==> src/rtl/htw_pkg.sv <==
// package: shared constants and types for the hashed timer wheel
`timescale 1ns / 1ps
package htw_pkg;
	localparam int NUM_TIMERS_DEF   = 32;
	localparam int HASH_BUCKETS_DEF = 8;
	localparam int NUM_QUEUES_DEF   = 16;
	localparam int MAX_RESULTS      = 32;

	localparam logic [2:0] MODE_TICK  = 3'd0;
	localparam logic [2:0] MODE_ALLOC = 3'd1;
	localparam logic [2:0] MODE_ARM   = 3'd2;
	localparam logic [2:0] MODE_FREE  = 3'd3;
	localparam logic [2:0] MODE_BIND  = 3'd4;

	localparam logic [1:0] KIND_EXPIRY  = 2'd0;
	localparam logic [1:0] KIND_GRANT   = 2'd1;
	localparam logic [1:0] KIND_FAIL    = 2'd2;

	localparam logic [1:0] ST_FREE  = 2'd0;
	localparam logic [1:0] ST_ALLOC = 2'd1;
	localparam logic [1:0] ST_RUN   = 2'd2;

	typedef struct packed {
		logic [1:0]  kind;
		logic [4:0]  timer_id;
		logic [31:0] token;
		logic [3:0]  queue_id;
		logic        last;
	} res_t;
endpackage

==> src/rtl/hashed_timer_wheel.sv <==
// top level: hashed timer wheel with stream ports
// usage: send command beats on s_axis; mode 0 tick, 1 allocate, 2 arm, 3 free, 4 bind.
// allocate returns one beat (grant or fail); a tick returns one beat per expired
// timer in deadline order with tlast on the final one; other commands return none.
// s_axis_tdata bits from low: mode, timer_id, delay, token, queue_id.
// m_axis_tdata bits from low: kind, timer_id_res, token_res, queue_id_res; tlast = last.
// one command is taken at a time; s_axis_tready rises when its work is done and no result is pending.
// allocate scans the status table linearly; a tick walks its bucket one expired timer
// at a time; arm and free walk the bucket list through the timer memory (one read port,
// registered read), and a re-arm of a running timer walks both its old and new lists.
// a stalled m_axis holds the current beat and pauses the bucket walk.
// reset clears the tick count, marks every timer free and empties all buckets;
// token, queue, deadline and link memories need no clearing.
`timescale 1ns / 1ps
module hashed_timer_wheel #(
	parameter int NUM_TIMERS   = htw_pkg::NUM_TIMERS_DEF,
	parameter int HASH_BUCKETS = htw_pkg::HASH_BUCKETS_DEF,
	parameter int NUM_QUEUES   = htw_pkg::NUM_QUEUES_DEF
) (
	input  logic        clk,
	input  logic        arst_n,
	input  logic        s_axis_tvalid,
	output logic        s_axis_tready,
	input  logic [79:0] s_axis_tdata,  // mode, timer_id, delay, token, queue_id
	output logic        m_axis_tvalid,
	input  logic        m_axis_tready,
	output logic [47:0] m_axis_tdata,  // kind, timer_id_res, token_res, queue_id_res
	output logic        m_axis_tlast
);
	htw_pkg::res_t res;

	htw_core #(.NUM_TIMERS(NUM_TIMERS), .HASH_BUCKETS(HASH_BUCKETS),
		.NUM_QUEUES(NUM_QUEUES)) u_core (
		.clk(clk), .arst_n(arst_n),
		.in_valid(s_axis_tvalid), .in_ready(s_axis_tready),
		.mode(s_axis_tdata[2:0]), .timer_id(s_axis_tdata[7:3]),
		.delay(s_axis_tdata[39:8]), .token(s_axis_tdata[71:40]),
		.queue_id(s_axis_tdata[75:72]),
		.res_valid(m_axis_tvalid), .res_ready(m_axis_tready), .res(res)
	);

	assign m_axis_tdata = {5'd0, res.queue_id, res.token, res.timer_id, res.kind};
	assign m_axis_tlast = res.last;
endmodule

==> src/rtl/htw_core.sv <==
// core: timer memory, bucket heads and the list-walking sequencer
`timescale 1ns / 1ps
module htw_core #(
	parameter int NUM_TIMERS   = htw_pkg::NUM_TIMERS_DEF,
	parameter int HASH_BUCKETS = htw_pkg::HASH_BUCKETS_DEF,
	parameter int NUM_QUEUES   = htw_pkg::NUM_QUEUES_DEF
) (
	input  logic               clk,
	input  logic               arst_n,
	input  logic               in_valid,
	output logic               in_ready,
	input  logic [2:0]         mode,
	input  logic [4:0]         timer_id,
	input  logic [31:0]        delay,
	input  logic [31:0]        token,
	input  logic [3:0]         queue_id,
	output logic               res_valid,
	input  logic               res_ready,
	output htw_pkg::res_t      res
);
	localparam int IW = (NUM_TIMERS > 1) ? $clog2(NUM_TIMERS) : 1;
	localparam int BW = (HASH_BUCKETS > 1) ? $clog2(HASH_BUCKETS) : 1;
	localparam int LW = IW + 1;
	localparam int CW = $clog2(htw_pkg::MAX_RESULTS + 1);

	localparam logic [3:0] S_IDLE = 4'd0;
	localparam logic [3:0] S_ALLOC = 4'd1;
	localparam logic [3:0] S_TREAD = 4'd2;
	localparam logic [3:0] S_TCHK = 4'd3;
	localparam logic [3:0] S_OUT = 4'd4;
	localparam logic [3:0] S_RREAD = 4'd5;
	localparam logic [3:0] S_RCHK = 4'd6;
	localparam logic [3:0] S_IREAD = 4'd7;
	localparam logic [3:0] S_ICHK = 4'd8;
	localparam logic [3:0] S_IWR = 4'd9;
	localparam logic [3:0] S_TEND = 4'd10;
	localparam logic [3:0] S_RBKT = 4'd11;

	// timer memory: deadline, link (null bit on top), token, queue
	logic [31:0]   dl_mem [NUM_TIMERS];
	logic [LW-1:0] lk_mem [NUM_TIMERS];
	logic [31:0]   tk_mem [NUM_TIMERS];
	logic [3:0]    qu_mem [NUM_TIMERS];
	logic [31:0]   rd_dl_q, rd_tk_q;
	logic [LW-1:0] rd_lk_q;
	logic [3:0]    rd_qu_q;

	logic [1:0]    status_q [NUM_TIMERS];
	logic [LW-1:0] head_q [HASH_BUCKETS];

	logic [3:0]    state_q;
	logic [31:0]   tick_q, dl_q;
	logic [IW-1:0] id_q, ai_q;
	logic [BW-1:0] b_q;
	logic [LW-1:0] cur_q, prev_q;
	logic [CW-1:0] n_q;
	logic          rm_q;
	htw_pkg::res_t res_q;
	logic          rv_q;

	logic          rd_en, wl_en, wd_en, wb_en;
	logic [IW-1:0] rd_a, wl_a, wd_a, wb_a;
	logic [LW-1:0] wl_d;
	logic [31:0]   wd_d, wb_tok;
	logic [3:0]    wb_q;

	logic          id_ok;
	logic          rm_go;
	logic [IW-1:0] in_id;
	logic [31:0]   tick_nx;

	assign in_id = IW'(timer_id);
	assign id_ok = {27'd0, timer_id} < 32'(NUM_TIMERS);
	assign rm_go = in_valid && in_ready && id_ok && status_q[in_id] == htw_pkg::ST_RUN
		&& (mode == htw_pkg::MODE_ARM || mode == htw_pkg::MODE_FREE);
	assign tick_nx = tick_q + 32'd1;
	assign in_ready = (state_q == S_IDLE) && !rv_q;
	assign res_valid = rv_q;
	assign res = res_q;

	always_ff @(posedge clk) begin
		if (rd_en) begin
			rd_dl_q <= dl_mem[rd_a];
			rd_lk_q <= lk_mem[rd_a];
			rd_tk_q <= tk_mem[rd_a];
			rd_qu_q <= qu_mem[rd_a];
		end
		if (wl_en) lk_mem[wl_a] <= wl_d;
		if (wd_en) dl_mem[wd_a] <= wd_d;
		if (wb_en) begin
			tk_mem[wb_a] <= wb_tok;
			qu_mem[wb_a] <= wb_q;
		end
	end

	always_comb begin
		rd_en = 1'b0; rd_a = cur_q[IW-1:0];
		wl_en = 1'b0; wl_a = prev_q[IW-1:0]; wl_d = '0;
		wd_en = 1'b0; wd_a = in_id; wd_d = tick_q + delay;
		wb_en = 1'b0; wb_a = in_id; wb_tok = token; wb_q = queue_id;
		case (state_q)
			S_IDLE: begin
				if (in_valid && in_ready && mode == htw_pkg::MODE_BIND && id_ok
						&& {28'd0, queue_id} < 32'(NUM_QUEUES))
					wb_en = 1'b1;
				// fetch the stored deadline of a running timer to find its bucket
				if (rm_go) begin
					rd_en = 1'b1; rd_a = in_id;
				end
			end
			S_TREAD, S_RREAD, S_IREAD: rd_en = !cur_q[LW-1];
			S_RCHK: begin
				if (cur_q[IW-1:0] == id_q && !prev_q[LW-1]) begin
					wl_en = 1'b1; wl_d = rd_lk_q;
				end
			end
			S_IWR: begin
				wl_en = 1'b1; wl_a = id_q; wl_d = cur_q;
			end
			S_TEND: begin
				if (!prev_q[LW-1]) begin
					wl_en = 1'b1; wl_d = {1'b0, id_q};
				end
				wd_en = 1'b1; wd_a = id_q; wd_d = dl_q;
			end
			default: ;
		endcase
	end

	always_ff @(posedge clk or negedge arst_n) begin
		if (!arst_n) begin
			state_q <= S_IDLE;
			tick_q <= '0;
			rv_q <= 1'b0;
			n_q <= '0;
			for (int i = 0; i < NUM_TIMERS; i++) status_q[i] <= htw_pkg::ST_FREE;
			for (int i = 0; i < HASH_BUCKETS; i++) head_q[i] <= {1'b1, {IW{1'b0}}};
		end else begin
			case (state_q)
				S_IDLE: begin
					if (rv_q && res_ready) rv_q <= 1'b0;
					if (in_valid && in_ready) begin
						id_q <= in_id;
						dl_q <= tick_q + delay;
						n_q <= '0;
						case (mode)
							htw_pkg::MODE_TICK: begin
								tick_q <= tick_nx;
								b_q <= BW'(tick_nx % HASH_BUCKETS);
								cur_q <= head_q[BW'(tick_nx % HASH_BUCKETS)];
								state_q <= S_TREAD;
							end
							htw_pkg::MODE_ALLOC: begin
								ai_q <= '0;
								state_q <= S_ALLOC;
							end
							htw_pkg::MODE_ARM: begin
								if (id_ok && status_q[in_id] != htw_pkg::ST_FREE) begin
									rm_q <= 1'b0;
									cur_q <= {1'b1, {IW{1'b0}}};
									if (status_q[in_id] == htw_pkg::ST_RUN) begin
										state_q <= S_RBKT;
									end else begin
										b_q <= BW'((tick_q + delay) % HASH_BUCKETS);
										state_q <= S_IREAD;
									end
									status_q[in_id] <= htw_pkg::ST_RUN;
								end
							end
							htw_pkg::MODE_FREE: begin
								if (id_ok) begin
									rm_q <= 1'b1;
									cur_q <= {1'b1, {IW{1'b0}}};
									if (status_q[in_id] == htw_pkg::ST_RUN) begin
										state_q <= S_RBKT;
									end
									status_q[in_id] <= htw_pkg::ST_FREE;
								end
							end
							default: ;
						endcase
						prev_q <= {1'b1, {IW{1'b0}}};
					end
				end
				S_RBKT: begin
					b_q <= BW'(rd_dl_q % HASH_BUCKETS);
					state_q <= S_RREAD;
				end
				S_ALLOC: begin
					if (status_q[ai_q] == htw_pkg::ST_FREE) begin
						status_q[ai_q] <= htw_pkg::ST_ALLOC;
						res_q <= '{htw_pkg::KIND_GRANT, 5'(ai_q), 32'd0, 4'd0, 1'b1};
						rv_q <= 1'b1;
						state_q <= S_IDLE;
					end else if (32'(ai_q) == NUM_TIMERS - 1) begin
						res_q <= '{htw_pkg::KIND_FAIL, 5'd0, 32'd0, 4'd0, 1'b1};
						rv_q <= 1'b1;
						state_q <= S_IDLE;
					end else ai_q <= ai_q + IW'(1);
				end
				S_TREAD: begin
					if (cur_q[LW-1]) begin
						head_q[b_q] <= cur_q;
						if (n_q != '0) begin
							res_q.last <= 1'b1;
							rv_q <= 1'b1;
						end
						state_q <= S_IDLE;
					end else state_q <= S_TCHK;
				end
				S_TCHK: begin
					if (rd_dl_q <= tick_q && 32'(n_q) < htw_pkg::MAX_RESULTS) begin
						if (n_q != '0) begin
							rv_q <= 1'b1;
						end
						state_q <= S_OUT;
					end else begin
						head_q[b_q] <= cur_q;
						if (n_q != '0) begin
							res_q.last <= 1'b1;
							rv_q <= 1'b1;
						end
						state_q <= S_IDLE;
					end
				end
				S_OUT: begin
					if (!rv_q || res_ready) begin
						rv_q <= 1'b0;
						res_q <= '{htw_pkg::KIND_EXPIRY, 5'(cur_q[IW-1:0]), rd_tk_q,
							rd_qu_q, 1'b0};
						status_q[cur_q[IW-1:0]] <= htw_pkg::ST_ALLOC;
						n_q <= n_q + CW'(1);
						cur_q <= rd_lk_q;
						state_q <= S_TREAD;
					end
				end
				S_RREAD: begin
					if (cur_q == {1'b1, {IW{1'b0}}} && prev_q == {1'b1, {IW{1'b0}}}) begin
						cur_q <= head_q[b_q];
						state_q <= S_RREAD;
						prev_q <= {1'b1, {IW{1'b1}}};
					end else if (cur_q[LW-1]) state_q <= S_IDLE;
					else state_q <= S_RCHK;
				end
				S_RCHK: begin
					if (cur_q[IW-1:0] == id_q) begin
						if (prev_q[LW-1]) head_q[b_q] <= rd_lk_q;
						if (rm_q) state_q <= S_IDLE;
						else begin
							b_q <= BW'(dl_q % HASH_BUCKETS);
							cur_q <= {1'b1, {IW{1'b0}}};
							prev_q <= {1'b1, {IW{1'b0}}};
							state_q <= S_IREAD;
						end
					end else begin
						prev_q <= cur_q;
						cur_q <= rd_lk_q;
						state_q <= S_RREAD;
					end
				end
				S_IREAD: begin
					if (cur_q == {1'b1, {IW{1'b0}}} && prev_q == {1'b1, {IW{1'b0}}}) begin
						cur_q <= head_q[b_q];
						prev_q <= {1'b1, {IW{1'b1}}};
					end else if (cur_q[LW-1]) state_q <= S_IWR;
					else state_q <= S_ICHK;
				end
				S_ICHK: begin
					if (rd_dl_q <= dl_q) begin
						prev_q <= cur_q;
						cur_q <= rd_lk_q;
						state_q <= S_IREAD;
					end else state_q <= S_IWR;
				end
				S_IWR: begin
					if (prev_q[LW-1]) head_q[b_q] <= {1'b0, id_q};
					state_q <= S_TEND;
				end
				S_TEND: state_q <= S_IDLE;
				default: state_q <= S_IDLE;
			endcase
		end
	end

	ap_last_only_idle: assert property (@(posedge clk) disable iff (!arst_n)
		(rv_q && res_q.last) |-> (state_q == S_IDLE))
		else $error("last beat outside idle");
	ap_alloc_one: assert property (@(posedge clk) disable iff (!arst_n)
		(state_q == S_ALLOC) |=> (state_q == S_ALLOC || state_q == S_IDLE))
		else $error("alloc exit");
	ap_hold: assert property (@(posedge clk) disable iff (!arst_n)
		(rv_q && !res_ready) |=> (rv_q && $stable(res_q)))
		else $error("result dropped");
endmodule

==> config.mk <==
export PLATFORM = sky130hd
export DESIGN_NAME = hashed_timer_wheel
export DESIGN_NICKNAME = d
export VERILOG_FILES = /design/src/rtl/htw_pkg.sv /design/src/rtl/hashed_timer_wheel.sv /design/src/rtl/htw_core.sv
export SDC_FILE = /design/constraint.sdc
export NUM_CORES = 2
export LEC_CHECK = 0
export BUFFER_PORTS_ARGS = -buffer_cell sky130_fd_sc_hd__buf_2
export CORE_MARGIN = 2
export CORE_UTILIZATION = 40
export CTS_CLUSTER_DIAMETER = 150
export DETAILED_ROUTE_END_ITERATION = 16
export GPL_ROUTABILITY_DRIVEN = 1
export PLACE_DENSITY_LB_ADDON = 0.2
export SETUP_SLACK_MARGIN = 0.4
export SYNTH_ARGS = -nofsm -noshare
export SYNTH_HDL_FRONTEND = slang
export SYNTH_SLANG_ARGS = --single-unit
==> constraint.sdc <==
create_clock -name clk -period 5.45 [get_ports clk]
set_input_delay 1.09 -clock clk [delete_from_list [all_inputs] [get_ports clk]]
set_output_delay 1.09 -clock clk [all_outputs]
set_load 0.01 [all_outputs]
# --- Word level (Yosys, flattened, before mapping) ---
# Memories as Yosys holds them, arrays and structs flattened. A register that Yosys moved wholly into a read port is not among the register bits.
# Cells that the tools add are included.
classes:
  n_mux: 121
  div: 0
  n_bitwise: 16
  order_cmp: 12
  shift: 0
  n_reduce_logical: 50
  n_mul: 0
  n_eq_ne: 46
  addsub: 4
ops:
  columns: ["cell", "count"]
  rows:
  - ["64-bit two-way mux", 4]
  - ["48-bit two-way mux", 5]
  - ["48-bit one-hot mux with 4 select lines", 1]
  - ["64-bit one-hot mux with 3 select lines", 1]
  - ["48-bit bitwise mux", 3]
  - ["44-bit two-way mux", 3]
  - ["64-bit one-hot mux with 2 select lines", 1]
  - ["6-bit two-way mux", 19]
  - ["32-bit AND", 3]
  - ["32-bit NOT", 3]
  - ["32-bit OR", 3]
  - ["43-bit one-hot mux with 2 select lines", 1]
  - ["64-bit AND", 1]
  - ["32-bit less-or-equal comparator", 2]
  - ["64-bit NOT", 1]
  - ["5-bit two-way mux", 9]
  - ["4-bit one-hot mux with 11 select lines", 1]
  - ["4-bit two-way mux", 10]
  - ["6-bit binary-select mux with 3-bit select", 2]
  - ["6-bit one-hot mux with 3 select lines", 2]
  - ["32-bit by 1-bit adder with 32-bit output (second input constant)", 1]
  - ["32-bit adder", 1]
  - ["32-bit two-way mux", 1]
  - ["2-bit demux with 5-bit select", 3]
  - ["63 further kinds", 168]
word_totals:
  input_bits: 84
  memories: 4
  latch_bits: 0
  mem_bits_rw: 2368
  elab_cells: 309
  mem_bits_ro: 0
  register_bits: 257
  output_inout_bits: 51
mem_list:
  columns: ["name", "depth", "width", "rd", "rd_clocked_by_memory_dff", "wr", "line", "rtl"]
  rows:
  - ["u_core.dl_mem", 32, 32, 1, 1, 1, "htw_core.sv:40", "logic [31:0] dl_mem [NUM_TIMERS];"]
  - ["u_core.tk_mem", 32, 32, 1, 1, 1, "htw_core.sv:42", "logic [31:0] tk_mem [NUM_TIMERS];"]
  - ["u_core.lk_mem", 32, 6, 1, 1, 1, "htw_core.sv:41", "logic [LW-1:0] lk_mem [NUM_TIMERS];"]
  - ["u_core.qu_mem", 32, 4, 1, 1, 1, "htw_core.sv:43", "logic [3:0] qu_mem [NUM_TIMERS];"]

# --- Depth between registers and ports, before layout ---
depth:
  depth_word: 11
  mapped_depth: 18
  depth_no_buf: 13

# --- By module ---
# Synthesis repeated with hierarchy kept, for this count alone.
unflattened:
  hier_cells: 7177
  area_unflattened_um2: 110940.2
by_module_without_submodules:
  columns: ["mod", "cells_per_inst", "instances", "area_per_inst_um2", "seq_area_each_um2"]
  rows:
  - ["htw_core", 7171, 1, 110898.9, 80282.0]
  - ["hashed_timer_wheel", 6, 1, 41.3, 0.0]

# --- Least setup slack after synthesis ---
# OpenSTA, ideal clock, no wires.
synth_path:
  path_type: "input port to flip-flop"
  startpoint: "input port s_axis_tdata[8]"
  endpoint: "memory u_core.dl_mem[0][30] (data pin)"
  path_buffers: 0
  arrival_ns: 4.945
  setup_time_ns: 0.454
  path_slack_ns: 0.051
  cell_stages: 13
  required_ns: 4.996
  path_cell_list: "ha_1 > inv_1 > fa_1 > nor2b_1 > o21ai_0 > a21boi_0 > o21ai_0 > a2111oi_0 > o21ai_0 > a311oi_1 > a21oi_1 > o32a_1 > o21ai_0"
synth_via:
  elab_chain_cells: 2
synth_lines:
  columns: ["element", "line", "rtl"]
  rows:
  - ["start, declared", "hashed_timer_wheel.sv:24", "input logic [79:0] s_axis_tdata,"]
  - ["32-bit adder", "htw_core.sv:99", "wd_en = 1'b0; wd_a = in_id; wd_d = tick_q + delay;"]
  - ["32-bit two-way mux", "htw_core.sv:101", "case (state_q)"]
  - ["named net u_core.wd_d[30]", "htw_core.sv:64", "logic [31:0] wd_d, wb_tok;"]
  - ["end, declared", "htw_core.sv:40", null]
# The timed path passes the listed nets, and every way through them passes these cells.

# --- Worst setup path after layout ---
layout_path:
  startpoint: "register u_core.state_q[1]"
  endpoint: "register u_core.rd_lk_q[0] (read register of u_core.lk_mem) (data pin)"
layout_via:
  elab_chain_cells: 7
  word_cells_on_any_way: 13
  classes_between: "eq/ne (3); mux (4); reduce/logical (6)"
layout_lines:
  columns: ["element", "line", "rtl"]
  rows:
  - ["start, declared", "htw_core.sv:51", "logic [3:0] state_q;"]
  - ["start signal, assigned", "htw_core.sv:132", "state_q <= S_IDLE;"]
  - ["start signal, assigned", "htw_core.sv:151", "state_q <= S_TREAD;"]
  - ["start signal, assigned", "htw_core.sv:155", "state_q <= S_ALLOC;"]
  - ["4-bit logical NOT", "htw_core.sv:77, htw_core.sv:101", null]
  - ["1-bit logical AND", "htw_core.sv:77", "assign in_ready = (state_q == S_IDLE) && !rv_q;"]
  - ["1-bit logical AND (2 in a row)", "htw_core.sv:74", "assign rm_go = in_valid && in_ready && id_ok && status_q[in_id] == htw_pkg::ST_RUN"]
  - ["1-bit logical AND", "htw_core.sv:75", "&& (mode == htw_pkg::MODE_ARM || mode == htw_pkg::MODE_FREE);"]
  - ["1-bit two-way mux / 5-bit two-way mux (equally long branches)", "htw_core.sv:107", "if (rm_go) begin"]
  - ["1-bit one-hot mux with 2 select lines / 5-bit two-way mux (equally long branches)", "htw_core.sv:101", null]
  - ["end, declared", "htw_core.sv:45", "logic [LW-1:0] rd_lk_q;"]
# Parallel ways exist; a longest one is shown, timed or not.
# A chain may end at the register's enable or synchronous reset.

==> impl_results.md <==
- M1 GR Usage: about 36%
- Number of routed nets with antenna violations: 0
- Avg Inst Size Synth: 13.94 sq um
- Fraction of the mapped netlist area in simple logic gates: 10.67%
- Vias in the first global route: ~71000
- Distinct cells, synth: 96
- Root Buffer: clkbuf_16
- CP Launch Point: u_core.state_q[1]$_DFFE_PN0P_
- RSZ-0062 raised after global routing: false
- Hold crit path type: in -> async
- Total Wirelength: about 370000 um
- Clock latency on the worst-skew pair: roughly 860 ps
- CTS tree: yes
- Slew HR: between 8 and 9%
- Vias: 73890
- Count leader, synth: edfxtp_1
- Peak Freq: approximately 0.21 GHz
- Chip width: 536.1 um
- Power per cell area: roughly 470 nW/um^2
- Detailed Routing Iterations Pass 1: 7
- Detail Placement HPWL: 230600 um
- Final Max Slew Viols: 0
- Crit Path Max Fanout: 12
- Mapped Cells: between 8000 and 9000
- Post-layout util: between 40% and 50%
- Yosys warning total: 0
- # clock sinks: around 2700
- Wirelength per Cell: between 20 and 30 um
- Critical path type: reg -> reg
- DR iter-0 viols: just under 9000
- CP Launch Type: register
- DRC viols: 0
- Post-CTS setup buffer count: 0
- P_leak: roughly 46 nW
- Max Cap Viol: 0
- Global placement routability congestion: 0.8934
- Flops & latches, synth: between 2000 and 3000
- Status: finished, final reports clean
- Clock tree buffer depth: 4
- Initial Utilization: about 40%
- # IOs: between 100 and 150
- Sequential-to-total area share from yosys stat: 70.89%
- Die area: 287400 sq um
- Met2 usage: between 40% and 50%
- FF-to-FF Start: u_core.state_q[1]$_DFFE_PN0P_
- Total Negative Setup Slacks: 0 ps
- Post-Place Worst Slack: 65.59 ps
- Final period util: roughly 89%
- Die Y: 536.1 um
- Main combinational cell family by area after synthesis: simple AND/OR/NAND/NOR gates
- Synth area leader: edfxtp_1
- Clock slew at reported path FFs: roughly 60 ps
- P&R area growth vs syn: 16.31%
- Fin worst setup slack: between 600 and 700 ps
- Final net count: between 8000 and 9000
- Compound-Gate Fraction of Synth Area: 8.695%
- WP data arrival: 5340 ps
- Peak supply drop: around 0.26 mV
- CTS buffer count: approximately 300
- Global routing's busiest layer: met2
- Final Hold Viols: 0
- Post-CTS Resized: 0
- Synth Area in Adders: under 10%
- Synth Area in XOR/XNOR: less than 1%
- Crit path time final: 4849 ps
- I/O Buffers: around 130
- Asr flop ratio synth: 5.743%
- First-pass GRT wire length: around 530000 um
- H-tree lvl count: 5
- Area share of the largest cell type after synthesis: 67.45%
- Least-Margin Pin Slew: about 1400 ps
- Initial antenna violation count: 23
- # hold bufs at CTS: 0
- Top FF cell, synth: edfxtp_1
- Vias/cell: ~5.9
- Crit. End Element: register
- Mux share of post-synthesis cell area: approximately 5.5%
- Post-synth top cells: edfxtp_1 (2544), nand2_1 (1297), mux2i_1 (516)
- GR Util All Layers: 25.43%
- Largest cells by area after synthesis: edfxtp_1 (67%), mux2i_1 (4.6%), nand2_1 (4.3%)
- Largest net degree at the start of global routing: 76
- Post-synth EDFFs: 2544
- Dpl cell area: around 120000 sq um
- Post-route cell area: 131700 sq um
- Clock Skew: around 57 ps
- Fraction of layout cells with a size suffix above 1: between 10 and 15%
- Core ar.: approximately 280000 sq um
- GR met3 Demand/Resource: roughly 3.8%
- Mapped Area: between 100000 and 150000 sq um
- Site Rows: 195
- WP data required: 5940 ps
- Gr ovfl total: 0
- Final setup violation count: 0
-- layout make-up --
cell class	instances	area, sq um
flip-flops and latches	2699	80280
fillers	24860	150300
clock inverters	136	978.4
well taps	3743	4683
clock buffers	374	7890
diodes	14	35.03
multi-input cells	4811	30930
repair buffers	673	6580
inverters	92	345.3
-- critical path: stages (launching register included) --
cell      delay [ps]
dfrtp_1          520
or4_1            830
nor3b_4          540
and2_4           290
o211ai_4          90
buf_4            180
o21ai_4          180
and2_4           490
buf_4            320
buf_4            250
mux2i_1          100
a22oi_1          380
nand4_1          300
-- final timing paths --
check	end	slack, ps	depth (start not counted)
max in group asynchronous	u_core.status_q[42]$_DFFE_PN0P_	3230	3
hold reg to reg	u_core.tick_q[23]$_DFFE_PN0P_	510	1
setup / recovery	u_core.rd_lk_q[0]$_DFFE_PP_	600	12
min in group clk	u_core.tick_q[23]$_DFFE_PN0P_	510	1
setup reg to reg	u_core.rd_lk_q[0]$_DFFE_PP_	600	12
hold / removal	u_core.state_q[3]$_DFFE_PN0P_	120	1
-- metrics by stage --
step / instances / hold slack (ps) / total power, W
after CTS: 12530 / 69.36 / 0.06201
final: 12540 / 118.3 / 0.06187
after detailed placement: 12020 / 507.8 / 0.04328
after global placement: 12020 / 496.7 / 0.04310
after global routing: 12530 / 122.1 / 0.06418
after floorplan: 8128 / 469.6 / 0.03512
-- placed cells by master, fill, tap and decap left out, drive strengths merged, types with 107 or more instances in the layout --
cell,netlist,layout
nand3,477,477
and3,252,252
buf,263,673
a21oi,149,149
clkbuf,263,374
mux2i,516,516
a211oi,408,408
nand4,107,107
a31oi,227,227
nor2,230,230
clkinv,0,113
o21ai,185,185
edfxtp,2544,2544
nand2,1301,1301
dfrtp,147,147
-- routing by layer --
metal,part of all wire [%],vias up
li1,-,32170
met1,43,37860
met2,46,3269
met3,7.6,584
met4,3.2,4
met5,0.0062,-
-- power by group --
part / leakage, nW / switching [W] / total [W] / internal (W)
Sequential: 24.6 / 0.000851 / 0.0251 / 0.0242
Combinational: 17.0 / 0.0116 / 0.0180 / 0.00640
Clock: 4.34 / 0.00809 / 0.0188 / 0.0107
-- cell families (layout without fill, tap and decap cells) --
| family | after synthesis | in the layout |
|---|---|---|
| DFF | 2699 | 2699 |
| and+or+nand+nor | 2612 | 2612 |
| buffers and inverters | 618 | 1275 |
| muxes | 597 | 597 |
| xor gates and xnor gates | 72 | 72 |
| other | 1 | 19 |
| AOI/OAI and AO/OA | 1421 | 1421 |
| adders and majority gates | 104 | 104 |
-- flip-flops by register name, summed over array words and instances (netlist names), 32 cells and up, named ones only --
signal,cells
u_core.tk_mem,1024
u_core.qu_mem,128
u_core.res,44
u_core.tick_q,32
u_core.dl_q,32
u_core.rd_tk_q,32
u_core.rd_dl_q,32
u_core.status_q,32
u_core.lk_mem,192
u_core.dl_mem,1024
Power figures use the tool's default switching activity.
